==> src/rtl/lkpr_pkg.sv <==
// ----------------------------------------------------------------------------
// lkpr_pkg
// Shared types and constants for the ladder key press/hold/repeat unit.
// ----------------------------------------------------------------------------
package lkpr_pkg;

   // Field widths
   localparam int ADC_W   = 10;
   localparam int TIME_W  = 32;
   localparam int CFG_W   = 16;
   localparam int CSR_IDX_W = 2;
   localparam int KEY_W   = 2;
   localparam int KIND_W  = 2;

   // Ladder thresholds (strictly above)
   localparam logic [ADC_W-1:0] KEY_MIDDLE_ABOVE = 10'd660;
   localparam logic [ADC_W-1:0] KEY_LEFT_ABOVE   = 10'd530;
   localparam logic [ADC_W-1:0] KEY_RIGHT_ABOVE  = 10'd370;

   // Key codes
   localparam logic [KEY_W-1:0] KEY_NONE   = 2'd0;
   localparam logic [KEY_W-1:0] KEY_MIDDLE = 2'd1;
   localparam logic [KEY_W-1:0] KEY_LEFT   = 2'd2;
   localparam logic [KEY_W-1:0] KEY_RIGHT  = 2'd3;

   // Action kinds
   localparam logic [KIND_W-1:0] KIND_SHORT  = 2'd0;
   localparam logic [KIND_W-1:0] KIND_HOLD   = 2'd1;
   localparam logic [KIND_W-1:0] KIND_REPEAT = 2'd2;

   // Register indexes
   localparam logic [CSR_IDX_W-1:0] CSR_HOLD_TIME       = 2'd0;
   localparam logic [CSR_IDX_W-1:0] CSR_REPEAT_INTERVAL = 2'd1;

   // Register reset values
   localparam logic [CFG_W-1:0] HOLD_TIME_RESET       = 16'd500;
   localparam logic [CFG_W-1:0] REPEAT_INTERVAL_RESET = 16'd200;

   // Default depth of the action queue (at least two)
   localparam int RSP_DEPTH_DEFAULT = 4;

   // One action
   typedef struct packed {
      logic [KEY_W-1:0]  key;
      logic [KIND_W-1:0] kind;
      logic              last;
   } action_type;

   // Actions produced by one item, slot 0 first
   typedef struct packed {
      logic [1:0] count;
      action_type slot0;
      action_type slot1;
   } push_type;

endpackage

==> src/rtl/lkpr_if.sv <==
// ----------------------------------------------------------------------------
// lkpr channel interfaces
// Valid/ready channels for samples, actions and register writes.
// ----------------------------------------------------------------------------
interface lkpr_req_if;
   logic                        valid;
   logic                        ready;
   logic [lkpr_pkg::ADC_W-1:0]  adc_level;
   logic [lkpr_pkg::TIME_W-1:0] now_ms;

   modport source (output valid, output adc_level, output now_ms, input ready);
   modport sink   (input valid, input adc_level, input now_ms, output ready);
endinterface

interface lkpr_rsp_if;
   logic                        valid;
   logic                        ready;
   logic [lkpr_pkg::KEY_W-1:0]  action_key;
   logic [lkpr_pkg::KIND_W-1:0] action_kind;
   logic                        last_in_run;

   modport source (output valid, output action_key, output action_kind,
                   output last_in_run, input ready);
   modport sink   (input valid, input action_key, input action_kind,
                   input last_in_run, output ready);
endinterface

interface lkpr_csr_if;
   logic                           valid;
   logic                           ready;
   logic [lkpr_pkg::CSR_IDX_W-1:0] index;
   logic [lkpr_pkg::CFG_W-1:0]     data;

   modport source (output valid, output index, output data, input ready);
   modport sink   (input valid, input index, input data, output ready);
endinterface

==> src/rtl/lkpr_core.sv <==
// ----------------------------------------------------------------------------
// lkpr_core
// Input register, key decode, press/hold/repeat state and action generation.
// ----------------------------------------------------------------------------
module lkpr_core (
   input  logic                           clock,
   input  logic                           reset,
   // register writes
   input  logic                           csr_valid,
   input  logic [lkpr_pkg::CSR_IDX_W-1:0] csr_index,
   input  logic [lkpr_pkg::CFG_W-1:0]     csr_data,
   // samples
   input  logic                           in_valid,
   output logic                           in_ready,
   input  logic [lkpr_pkg::ADC_W-1:0]     in_adc_level,
   input  logic [lkpr_pkg::TIME_W-1:0]    in_now_ms,
   // queue side
   input  logic                           space_ok,
   output lkpr_pkg::push_type             push
);
   import lkpr_pkg::*;

   logic [CFG_W-1:0]  hold_time_ff,  hold_time_in;
   logic [CFG_W-1:0]  repeat_int_ff, repeat_int_in;
   logic              in_valid_ff,   in_valid_in;
   logic [ADC_W-1:0]  adc_ff;
   logic [TIME_W-1:0] now_ff;
   logic [KEY_W-1:0]  tracked_ff,    tracked_in;
   logic              hold_ff,       hold_in;
   logic [TIME_W-1:0] start_ff,      start_in;
   logic [TIME_W-1:0] last_rep_ff,   last_rep_in;

   logic              proc;
   logic [KEY_W-1:0]  key;
   logic              new_press;
   logic              hold0;
   logic [TIME_W-1:0] held;
   logic [TIME_W-1:0] since_rep;
   logic              fire_hold;
   logic              fire_rep;
   logic              fire_short;

   // Register writes; unknown indexes are dropped
   always_comb begin
      hold_time_in  = hold_time_ff;
      repeat_int_in = repeat_int_ff;
      if (csr_valid) begin
         if (csr_index == CSR_HOLD_TIME) begin
            hold_time_in = csr_data;
         end else if (csr_index == CSR_REPEAT_INTERVAL) begin
            repeat_int_in = csr_data;
         end
      end
   end

   // Input register handshake: refill as the held item moves on
   assign proc        = in_valid_ff && space_ok;
   assign in_ready    = !in_valid_ff || space_ok;
   assign in_valid_in = in_ready ? in_valid : in_valid_ff;

   // Ladder decode
   always_comb begin
      priority if (adc_ff > KEY_MIDDLE_ABOVE) begin
         key = KEY_MIDDLE;
      end else if (adc_ff > KEY_LEFT_ABOVE) begin
         key = KEY_LEFT;
      end else if (adc_ff > KEY_RIGHT_ABOVE) begin
         key = KEY_RIGHT;
      end else begin
         key = KEY_NONE;
      end
   end

   // Press, hold and repeat decisions
   always_comb begin
      new_press = (key != KEY_NONE) && (key != tracked_ff);
      start_in  = new_press ? now_ff : start_ff;
      hold0     = new_press ? 1'b0 : hold_ff;
      held      = now_ff - start_in;
      fire_hold = (key != KEY_NONE) && !hold0 && (held >= {16'd0, hold_time_ff});
      // a hold fired on this item resets the repeat reference to now
      since_rep = fire_hold ? '0 : (now_ff - last_rep_ff);
      fire_rep  = (key != KEY_NONE) && (hold0 || fire_hold) &&
                  (since_rep >= {16'd0, repeat_int_ff});
      fire_short = (key == KEY_NONE) && (tracked_ff != KEY_NONE) && !hold_ff;

      last_rep_in = (fire_hold || fire_rep) ? now_ff : last_rep_ff;
      if (key == KEY_NONE) begin
         tracked_in = KEY_NONE;
         hold_in    = 1'b0;
      end else begin
         tracked_in = key;
         hold_in    = hold0 || fire_hold;
      end
   end

   // Action slots for the queue
   always_comb begin
      push.count = 2'd0;
      push.slot0 = '{key: key, kind: KIND_HOLD, last: 1'b1};
      push.slot1 = '{key: key, kind: KIND_REPEAT, last: 1'b1};
      if (proc) begin
         if (fire_short) begin
            push.count = 2'd1;
            push.slot0 = '{key: tracked_ff, kind: KIND_SHORT, last: 1'b1};
         end else if (fire_hold && fire_rep) begin
            push.count      = 2'd2;
            push.slot0.last = 1'b0;
         end else if (fire_hold) begin
            push.count = 2'd1;
         end else if (fire_rep) begin
            push.count = 2'd1;
            push.slot0 = '{key: key, kind: KIND_REPEAT, last: 1'b1};
         end
      end
   end

   // Control and state registers
   always_ff @(posedge clock) begin
      if (reset) begin
         hold_time_ff  <= HOLD_TIME_RESET;
         repeat_int_ff <= REPEAT_INTERVAL_RESET;
         in_valid_ff   <= 1'b0;
         tracked_ff    <= KEY_NONE;
         hold_ff       <= 1'b0;
         start_ff      <= '0;
         last_rep_ff   <= '0;
      end else begin
         hold_time_ff  <= hold_time_in;
         repeat_int_ff <= repeat_int_in;
         in_valid_ff   <= in_valid_in;
         if (proc) begin
            tracked_ff  <= tracked_in;
            hold_ff     <= hold_in;
            start_ff    <= start_in;
            last_rep_ff <= last_rep_in;
         end
      end
   end

   // Sample payload
   always_ff @(posedge clock) begin
      if (in_ready && in_valid) begin
         adc_ff <= in_adc_level;
         now_ff <= in_now_ms;
      end
   end

endmodule

==> src/rtl/lkpr_queue.sv <==
// ----------------------------------------------------------------------------
// lkpr_queue
// Action queue: takes up to two actions a cycle, hands out one.
// ----------------------------------------------------------------------------
module lkpr_queue #(
   parameter int DEPTH = lkpr_pkg::RSP_DEPTH_DEFAULT
) (
   input  logic                  clock,
   input  logic                  reset,
   input  lkpr_pkg::push_type    push,
   output logic                  space_ok,
   output logic                  out_valid,
   input  logic                  out_ready,
   output lkpr_pkg::action_type  out_action
);
   import lkpr_pkg::*;

   localparam int PTR_W = (DEPTH > 1) ? $clog2(DEPTH) : 1;
   localparam int CNT_W = $clog2(DEPTH + 1);
   localparam logic [PTR_W-1:0] LAST_PTR = PTR_W'(DEPTH - 1);

   action_type       mem [DEPTH];
   logic [PTR_W-1:0] wr_ptr_ff, wr_ptr_in;
   logic [PTR_W-1:0] rd_ptr_ff, rd_ptr_in;
   logic [CNT_W-1:0] count_ff,  count_in;
   logic [PTR_W-1:0] wr_ptr_next;
   logic             pop;

   function automatic logic [PTR_W-1:0] bump(input logic [PTR_W-1:0] p);
      return (p == LAST_PTR) ? '0 : p + 1'b1;
   endfunction

   // Room for a full pair of actions
   assign space_ok   = (CNT_W'(DEPTH) - count_ff) >= CNT_W'(2);
   assign out_valid  = count_ff != '0;
   assign out_action = mem[rd_ptr_ff];
   assign pop        = out_valid && out_ready;

   // Pointer and fill count update
   always_comb begin
      wr_ptr_next = bump(wr_ptr_ff);
      unique case (push.count)
         2'd1:    wr_ptr_in = wr_ptr_next;
         2'd2:    wr_ptr_in = bump(wr_ptr_next);
         default: wr_ptr_in = wr_ptr_ff;
      endcase
      rd_ptr_in = pop ? bump(rd_ptr_ff) : rd_ptr_ff;
      count_in  = count_ff + CNT_W'(push.count) - CNT_W'(pop);
   end

   always_ff @(posedge clock) begin
      if (reset) begin
         wr_ptr_ff <= '0;
         rd_ptr_ff <= '0;
         count_ff  <= '0;
      end else begin
         wr_ptr_ff <= wr_ptr_in;
         rd_ptr_ff <= rd_ptr_in;
         count_ff  <= count_in;
      end
   end

   // Storage
   always_ff @(posedge clock) begin
      if (push.count != 2'd0) begin
         mem[wr_ptr_ff] <= push.slot0;
      end
      if (push.count == 2'd2) begin
         mem[wr_ptr_next] <= push.slot1;
      end
   end

endmodule

==> src/rtl/ladder_key_press_hold_repeat_unit.sv <==
// ----------------------------------------------------------------------------
// ladder_key_press_hold_repeat_unit
// Path: a sample waits in the input register until the queue has room for
//   two actions, and its actions are then written into the queue.
// Throughput: one sample per cycle while the queue has room for two actions;
//   hold and repeat together queue two actions; one drains per ready cycle.
// Reset: synchronous, active high; no key tracked, registers at 500 and 200 ms.
// ----------------------------------------------------------------------------
module ladder_key_press_hold_repeat_unit #(
   parameter int RSP_DEPTH = lkpr_pkg::RSP_DEPTH_DEFAULT
) (
   input  logic       clock,
   input  logic       reset,
   lkpr_req_if.sink   req_ch,
   lkpr_rsp_if.source rsp_ch,
   lkpr_csr_if.sink   csr_ch
);
   import lkpr_pkg::*;

   push_type   push;
   logic       space_ok;
   action_type head;

   // Register writes are always taken
   assign csr_ch.ready = 1'b1;

   lkpr_core u_core (
      .clock        (clock),
      .reset        (reset),
      .csr_valid    (csr_ch.valid),
      .csr_index    (csr_ch.index),
      .csr_data     (csr_ch.data),
      .in_valid     (req_ch.valid),
      .in_ready     (req_ch.ready),
      .in_adc_level (req_ch.adc_level),
      .in_now_ms    (req_ch.now_ms),
      .space_ok     (space_ok),
      .push         (push)
   );

   lkpr_queue #(
      .DEPTH (RSP_DEPTH)
   ) u_queue (
      .clock      (clock),
      .reset      (reset),
      .push       (push),
      .space_ok   (space_ok),
      .out_valid  (rsp_ch.valid),
      .out_ready  (rsp_ch.ready),
      .out_action (head)
   );

   assign rsp_ch.action_key  = head.key;
   assign rsp_ch.action_kind = head.kind;
   assign rsp_ch.last_in_run = head.last;

endmodule

==> src/flat_wrapper.sv <==
// flat-port wrapper written by rule: the top's interface ports become plain ports
module ladder_key_press_hold_repeat_unit_flat import lkpr_pkg::*;
#(
   parameter int RSP_DEPTH = lkpr_pkg::RSP_DEPTH_DEFAULT
)
  (clock, reset, req_ch_valid, req_ch_adc_level, req_ch_now_ms, req_ch_ready, rsp_ch_valid, rsp_ch_action_key, rsp_ch_action_kind, rsp_ch_last_in_run, rsp_ch_ready, csr_ch_valid, csr_ch_index, csr_ch_data, csr_ch_ready);
  lkpr_req_if req_ch_i ();
  lkpr_rsp_if rsp_ch_i ();
  lkpr_csr_if csr_ch_i ();
  input  logic clock;
  input  logic reset;
  input wire logic [$bits(req_ch_i.valid)-1:0] req_ch_valid;
  input wire logic [$bits(req_ch_i.adc_level)-1:0] req_ch_adc_level;
  input wire logic [$bits(req_ch_i.now_ms)-1:0] req_ch_now_ms;
  output wire logic [$bits(req_ch_i.ready)-1:0] req_ch_ready;
  output wire logic [$bits(rsp_ch_i.valid)-1:0] rsp_ch_valid;
  output wire logic [$bits(rsp_ch_i.action_key)-1:0] rsp_ch_action_key;
  output wire logic [$bits(rsp_ch_i.action_kind)-1:0] rsp_ch_action_kind;
  output wire logic [$bits(rsp_ch_i.last_in_run)-1:0] rsp_ch_last_in_run;
  input wire logic [$bits(rsp_ch_i.ready)-1:0] rsp_ch_ready;
  input wire logic [$bits(csr_ch_i.valid)-1:0] csr_ch_valid;
  input wire logic [$bits(csr_ch_i.index)-1:0] csr_ch_index;
  input wire logic [$bits(csr_ch_i.data)-1:0] csr_ch_data;
  output wire logic [$bits(csr_ch_i.ready)-1:0] csr_ch_ready;
  assign req_ch_i.valid = req_ch_valid;
  assign req_ch_i.adc_level = req_ch_adc_level;
  assign req_ch_i.now_ms = req_ch_now_ms;
  assign req_ch_ready = req_ch_i.ready;
  assign rsp_ch_valid = rsp_ch_i.valid;
  assign rsp_ch_action_key = rsp_ch_i.action_key;
  assign rsp_ch_action_kind = rsp_ch_i.action_kind;
  assign rsp_ch_last_in_run = rsp_ch_i.last_in_run;
  assign rsp_ch_i.ready = rsp_ch_ready;
  assign csr_ch_i.valid = csr_ch_valid;
  assign csr_ch_i.index = csr_ch_index;
  assign csr_ch_i.data = csr_ch_data;
  assign csr_ch_ready = csr_ch_i.ready;
  ladder_key_press_hold_repeat_unit #(.RSP_DEPTH(RSP_DEPTH)) u_core (.clock(clock), .reset(reset), .req_ch(req_ch_i), .rsp_ch(rsp_ch_i), .csr_ch(csr_ch_i));
endmodule
==> config.mk <==
export PLATFORM = sky130hd
export DESIGN_NAME = ladder_key_press_hold_repeat_unit_flat
export DESIGN_NICKNAME = d
export VERILOG_FILES = /design/src/rtl/lkpr_pkg.sv /design/src/rtl/lkpr_if.sv /design/src/rtl/lkpr_core.sv /design/src/rtl/lkpr_queue.sv /design/src/rtl/ladder_key_press_hold_repeat_unit.sv /design/src/flat_wrapper.sv
export SDC_FILE = /design/constraint.sdc
export NUM_CORES = 1
export LEC_CHECK = 0
export BUFFER_PORTS_ARGS = -buffer_cell sky130_fd_sc_hd__buf_2
export CELL_PAD_IN_SITES_DETAIL_PLACEMENT = 2
export CELL_PAD_IN_SITES_GLOBAL_PLACEMENT = 2
export CORE_MARGIN = 1
export CORE_UTILIZATION = 41
export CTS_CLUSTER_DIAMETER = 200
export CTS_CLUSTER_SIZE = 25
export DETAILED_ROUTE_END_ITERATION = 10
export PLACE_DENSITY_LB_ADDON = 0.25
export SETUP_SLACK_MARGIN = 0.4
export SLEW_MARGIN = 20
export SYNTH_ARGS = -nofsm -noshare
export SYNTH_HDL_FRONTEND = slang
export SYNTH_HIERARCHICAL = 1
export SYNTH_SLANG_ARGS = --single-unit
==> constraint.sdc <==
create_clock -name clock -period 29.3 [get_ports clock]
set_input_delay 2.93 -clock clock [delete_from_list [all_inputs] [get_ports clock]]
set_output_delay 2.93 -clock clock [all_outputs]
set_load 0.05 [all_outputs]
# After elaboration in Yosys (flattened, before gate mapping)
# Memories as Yosys holds them, arrays and structs flattened. A register that Yosys moved wholly into a read port is not among the register bits.
# Cells that the tools add are included.
[totals] ff_bits=149 ramBits=20 inputBits=65 output_inout_bits=8 elab_cells=88 mem_count=1
[classes] addsub=8 order_cmp=6 eq_ne=7 n_mux=26 bitwise=1 reduce_logical=27
[memory_table] memory="u_core.u_queue.mem" depth=4 word_bits=5 read_ports=1 rd_clocked_by_memory_dff=1 write_ports=2 line_no="lkpr_queue.sv:22" source="action_type mem [DEPTH];"
[op_table] operator="$ge A32 B16 Y1" count=2
[op_table] operator="$mux W32" count=2
[op_table] operator="$sub A32 B32 Y32" count=2
[op_table] operator="$gt A10 B10 Y1 const B" count=2
[op_table] operator="$mux W2" count=10
[op_table] operator="$mux W7" count=2
[op_table] operator="$logic_and A1 B1 Y1" count=11
[op_table] operator="$gt A10 B9 Y1 const B" count=1
[op_table] operator="$eq A2 B2 Y1 const B" count=4
[op_table] operator="$mux W1" count=8
[op_table] operator="$reduce_bool A2 Y1" count=4
[op_table] operator="$add A2 B1 Y2 const B" count=3
[op_table] operator="$mux W6" count=1
[op_table] operator="$mux W5" count=1
[op_table] operator="$eq A2 B1 Y1 const B" count=2
[op_table] operator="$logic_not A2 Y1" count=2
[op_table] operator="$mux W4" count=1
[op_table] operator="$pmux W2 S2" count=1
[op_table] operator="$reduce_and A2 Y1" count=2
[op_table] operator="$add A3 B2 Y3" count=1
[op_table] operator="$ge A3 B2 Y1 const B" count=1
[op_table] operator="$logic_not A1 Y1" count=3
[op_table] operator="$logic_or A1 B1 Y1" count=3
[op_table] operator="$reduce_and A3 Y1" count=1
[op_table] operator="other kinds (5)" count=5

# Longest topological paths before layout
[logic_depth] word_depth=21 mapped_depth=52 depth_no_buf=48

# Hierarchy
# Netlist, hierarchy kept.
[by_module_without_submodules] mod="lkpr_core" instances=1 cells_each=1284 area_each_um2=10390.0 seq_area_each_um2=3263.1
[by_module_without_submodules] mod="lkpr_queue" instances=1 cells_each=118 area_each_um2=1582.8 seq_area_each_um2=780.7
[by_module_without_submodules] mod="ladder_key_press_hold_repeat_unit" instances=1 cells_each=2 area_each_um2=11.3 seq_area_each_um2=0.0

# Least setup slack after synthesis
# Ideal clock, no wire load.
[synth_path] path_kind="register to register" startpoint="register u_core.u_core.adc_ff[8]" endpoint="register u_core.u_queue.count_ff[2]" setup_ns=0.127 arrival_ns=9.944 required_ns=29.173 path_slack_ns=19.229 path_stages_with_launch=46 path_buffers=3 period_less_slack_ns=10.071 cell_sequence="edfxtp_1 -> o41ai_2 -> o21ai_2 -> mux2i_2 -> o31ai_2 -> clkbuf_1 -> buf_1 -> mux2i_1 -> ha_1 -> nor2b_1 -> o31a_1 -> o41ai_1 -> maj3_1 -> nor2_1 -> nor2_1 -> xor2_1 -> a21o_1 -> ha_1 -> [... 10 more ...] -> a21o_1 -> a21o_1 -> a21o_1 -> or4b_2 -> o21a_1 -> nand4b_1 -> nor4_1 -> and3_1 -> o2111ai_1 -> a22o_1 -> ha_1 -> and2_1 -> inv_1 -> ha_1 -> fa_1 -> xnor2_1 -> xnor2_1 -> nor2_1"
[synth_lines] element="start: declaration" line_no="lkpr_core.sv:26" source="logic [ADC_W-1:0] adc_ff;"
[synth_lines] element="start signal: assignment" line_no="lkpr_core.sv:144" source="adc_ff <= in_adc_level;"
[synth_lines] element="end signal: assignment" line_no="lkpr_queue.sv:59" source="count_ff <= count_in;"
[synth_lines] element="end: declaration" line_no="lkpr_queue.sv:25" source="logic [CNT_W-1:0] count_ff, count_in;"

==> results.md <==
- Share of post-route cells with drive strength above 1: 11.0%
- Launch instance of the worst min-delay path: u_core/u_core/hold_time_ff[15]
- Area contributors post-synth: sky130_fd_sc_hd__dfxtp_1 (18%), sky130_fd_sc_hd__edfxtp_1 (16%), sky130_fd_sc_hd__ha_1 (11%), sky130_fd_sc_hd__a21oi_1 (6.2%), sky130_fd_sc_hd__nand2_1 (5.8%)
- Switching share of power: between 40% and 50%
- Final core utilization: between 40% and 50%
- Asr flop ratio synth: 0%
- Finished layout cell area: 13200 um2
- Critical Path End Type: flip-flop
- Delay of the slowest cell on the worst path: 0.69 ns
- Post-synthesis instance area: 12000 um2
- Top FF cell, synth: sky130_fd_sc_hd__dfxtp_1
- Post-CTS Hold Buffers: 0
- Drt drc: 0
- Number of endpoints failing setup at the final stage: 0
- Sequential cell fraction of total power: 26.2%
- Via count of the routed design: between 10000 and 15000
- Area of the core: around 29000 um2
- Most common cell after layout, fill and taps aside: sky130_fd_sc_hd__nand2_1
- Antenna Cells: 0
- M3 GR Usage: 3.78%
- Site row count: 62
- Standby leakage power: 5.18 nW
- Net switching power of the design: 0.000581 W
- Slew HR: a little over a third
- Wire length of the first global-routing pass: 63.8 mm
- CTS tree: done
- Number of buffers created by CTS: 17
- CP max-delay cell: sky130_fd_sc_hd__o21ai_0
- Vias in the first global route: about 11000
- Final worst-path setup slack: about 18 ns
- Number of unique standard cell types used by synthesis: 85
- Clock tree root buffer cell: sky130_fd_sc_hd__clkbuf_16
- Detailed router's first-iteration violation count: 519
- Critical path class: reg2reg
- Max Freq: 85.2 MHz
- Routability-driven placement congestion ratio: 0.886
- Critical path launch point type: flip-flop
- Cell type with the highest aggregate area in the netlist: sky130_fd_sc_hd__dfxtp_1
- Hold-critical path depth: 2
- Worst reg2reg path startpoint: u_core/u_core/adc_ff[8]
- Yosys reg bits: 171
- Fraction of post-synthesis cell area in the top cell type by area: 18.2%
- Clk slew on worst S/H paths: 0.07 ns
- Clock H-tree levels: 4
- Most used cells in the layout excluding fill and tap cells: sky130_fd_sc_hd__nand2_1 (184), sky130_fd_sc_hd__a21oi_1 (148), sky130_fd_sc_hd__ha_1 (110)
- Post-route antenna net violation count: 0
- Transition at the pin with the smallest max-transition slack: 0.980 ns
- EDFF count, synth: 62
- Post-CTS Setup Bufs: 0
- GRT met2 Usage: 49.7%
- Count of pins on the block boundary: 73
- Maximum vdd ir drop: approximately 51 uV
- Data required time of the critical path: roughly 30 ns
- Max-cap violation count: 0
- Share of total power in combinational logic: 56.7%
- DR vias/cell: 5.80
- Post-DP Area: 12600 um2
- Pwr/cell area: 94.8 nW/um2
- Worst-path fanout max: 20
- Number of buffer cells added on primary ports: 71
- Largest net degree at the start of global routing: 86
- Fin crit period: 11.73 ns
- Sink Count: 171
- DPL Wire Length: a little over 30 mm
- Die Outline Area: around 30000 um2
- Grt total ovfl: 0
- Sequential fraction of the synthesis area: between 30% and 40%
- Register-to-Register Setup Slack: ~18 ns
- Layout overhead on the synthesized area: 9.80%
- Most used cell along the critical path: sky130_fd_sc_hd__ha_1
- Internal power of the cells: 0.000667 W
- CTS resizes: 0
- Cell count after synthesis: approximately 1400
- M1 GR Usage: between 30% and 40%
- Final-stage net count: 1615
- Maximum clock insertion buffer count: 2
- Hold EP: u_core/u_core/hold_time_ff[15]
- Post-Syn Area per Cell: 8.54 um2
- Endpoint of the worst register-to-register path: u_core/u_queue/mem[1][3]
- Post-route clock skew: 0.00962 ns
- Horizontal extent of the die: 173 um
- Clock insertion delay at the later pin of the skew report: ~0.46 ns
- Count of final max-slew check failures: 0
- Chip Height: 173 um
- RSZ-0062 raised after global routing: false
- Initial cell density of the core: 41.8%
- GRT Util Overall: between 20% and 30%
- Post-DR wirelength/cell: between 20 and 25 um
- Number of cells on the worst reg-to-reg path: 42
- Grt peak-use layer: met2
- Arrival time at the worst endpoint: 11.81 ns
- Run status: finished, final reports clean
- Count of warnings emitted by yosys: 6
- Min-delay worst type: reg2reg
- Setup Total Neg Slack: 0 ns
- Post-route clock period utilization: 40.0%
- Clock power frac: 17.0%
- Initial antenna violation count: 0
- Post-detailed-routing wire length: 40.4 mm
- DP Worst Slack: about 18 ns
- Hold violation total from the final report: 0
- Number of iterations in the first detailed-routing pass: 5
-- routing by layer --
metal  wire length [um]  part of all wire, %  vias up
li1                   -                    -     5095
met1              18100                   45     5386
met2              20800                   51      124
met3                783                  1.9       40
met4                747                  1.8        0
met5                  0                    0        -
-- through the flow --
step / power [W] / cells / hold WS [ns]
final: 0.00125 / 1834 / 0.459
after global routing: 0.00133 / 1834 / 0.487
after CTS: 0.00125 / 1834 / 0.461
after detailed placement: 0.00103 / 1802 / 0.451
after global placement: 0.000991 / 1802 / 0.442
after floorplan: 0.000831 / 1405 / 0.436
-- kinds of logic (layout without fill, tap and decap cells) --
logic type	after synthesis	in the layout	share of synthesized area [%]
buffers and inverters	171	216	5.69
adders and majority gates	115	115	12.2
muxes	58	58	5.62
DFF	171	171	33.7
and+or+nand+nor	432	432	16.6
AOI/OAI and AO/OA	410	410	22.9
other	3	4	0.0940
xor gates and xnor gates	44	44	3.22
-- cells in the mapped netlist (7+ instances only) --
master	n
sky130_fd_sc_hd__nand2_1	184
sky130_fd_sc_hd__inv_1	107
sky130_fd_sc_hd__nor3_1	19
sky130_fd_sc_hd__o221ai_1	7
sky130_fd_sc_hd__nor2_1	107
sky130_fd_sc_hd__nor2b_1	16
sky130_fd_sc_hd__a211o_1	11
sky130_fd_sc_hd__mux2_2	21
sky130_fd_sc_hd__xor2_1	15
sky130_fd_sc_hd__edfxtp_1	62
sky130_fd_sc_hd__a21oi_1	148
sky130_fd_sc_hd__buf_4	7
sky130_fd_sc_hd__mux2i_1	31
sky130_fd_sc_hd__clkbuf_1	49
sky130_fd_sc_hd__nand4_1	8
sky130_fd_sc_hd__dfxtp_1	109
sky130_fd_sc_hd__and3_1	10
sky130_fd_sc_hd__xnor2_1	29
sky130_fd_sc_hd__ha_1	110
sky130_fd_sc_hd__o211ai_1	11
sky130_fd_sc_hd__nand2b_1	19
sky130_fd_sc_hd__a31oi_1	8
sky130_fd_sc_hd__o2111ai_1	9
sky130_fd_sc_hd__o21a_1	9
sky130_fd_sc_hd__o21ai_0	46
sky130_fd_sc_hd__o21bai_1	10
sky130_fd_sc_hd__a21o_1	42
sky130_fd_sc_hd__a211oi_1	36
sky130_fd_sc_hd__nand3_1	20
sky130_fd_sc_hd__and2_1	14
-- flip-flops by register name (all words and copies together), names as in the netlist, 2 cells and up, named ones only --
name / flops
u_core/u_core/hold_time_ff: 16
u_core/u_core/last_rep_ff: 32
u_core/u_core/adc_ff: 10
u_core/u_queue/mem: 20
u_core/u_core/tracked_ff: 2
u_core/u_queue/count_ff: 3
u_core/u_queue/wr_ptr_ff: 2
u_core/u_core/start_ff: 32
u_core/u_core/now_ff: 32
u_core/u_queue/rd_ptr_ff: 2
u_core/u_core/repeat_int_ff: 16
-- power groups by stage --
stage	Clock, W	Combinational [W]	Sequential, W
finish	0.000212	0.000708	0.000327
global placement	0	0.000662	0.000329
global route	0.000227	0.000775	0.000332
floorplan	0	0.000517	0.000315
CTS	0.000219	0.000705	0.000328
detailed placement	0	0.000694	0.000333
-- worst max-delay path: cells and delay by family (launching register included) --
family	cells	cell delay, ns
flops	1	0.43
xor+xnor	1	0.22
fa+ha+maj	7	2.00
buf+inv	2	0.35
compound gates	17	5.04
simple gates	15	3.30
-- cell type report --
type / count / area (um2)
Inverter: 107 / 402
Timing Repair Buffer: 77 / 403
Fill cell: 3190 / 15500
Clock inverter: 13 / 93.8
Clock buffer: 19 / 433
Multi-Input combinational cell: 1063 / 7300
Sequential cell: 171 / 4040
Tap cell: 384 / 480
-- worst max path at each step --
stage	start	to
finish	u_core/u_core/adc_ff[8]	u_core/u_queue/mem[1][3]
global placement	u_core/u_core/adc_ff[8]	u_core/u_queue/mem[0][0]
detailed placement	u_core/u_core/adc_ff[8]	u_core/u_queue/mem[1][3]
floorplan	u_core/u_core/adc_ff[8]	u_core/u_queue/count_ff[2]
global route	u_core/u_core/adc_ff[8]	u_core/u_queue/mem[1][3]
CTS	u_core/u_core/adc_ff[8]	u_core/u_queue/mem[1][3]
(Power assumes the default switching activity.)
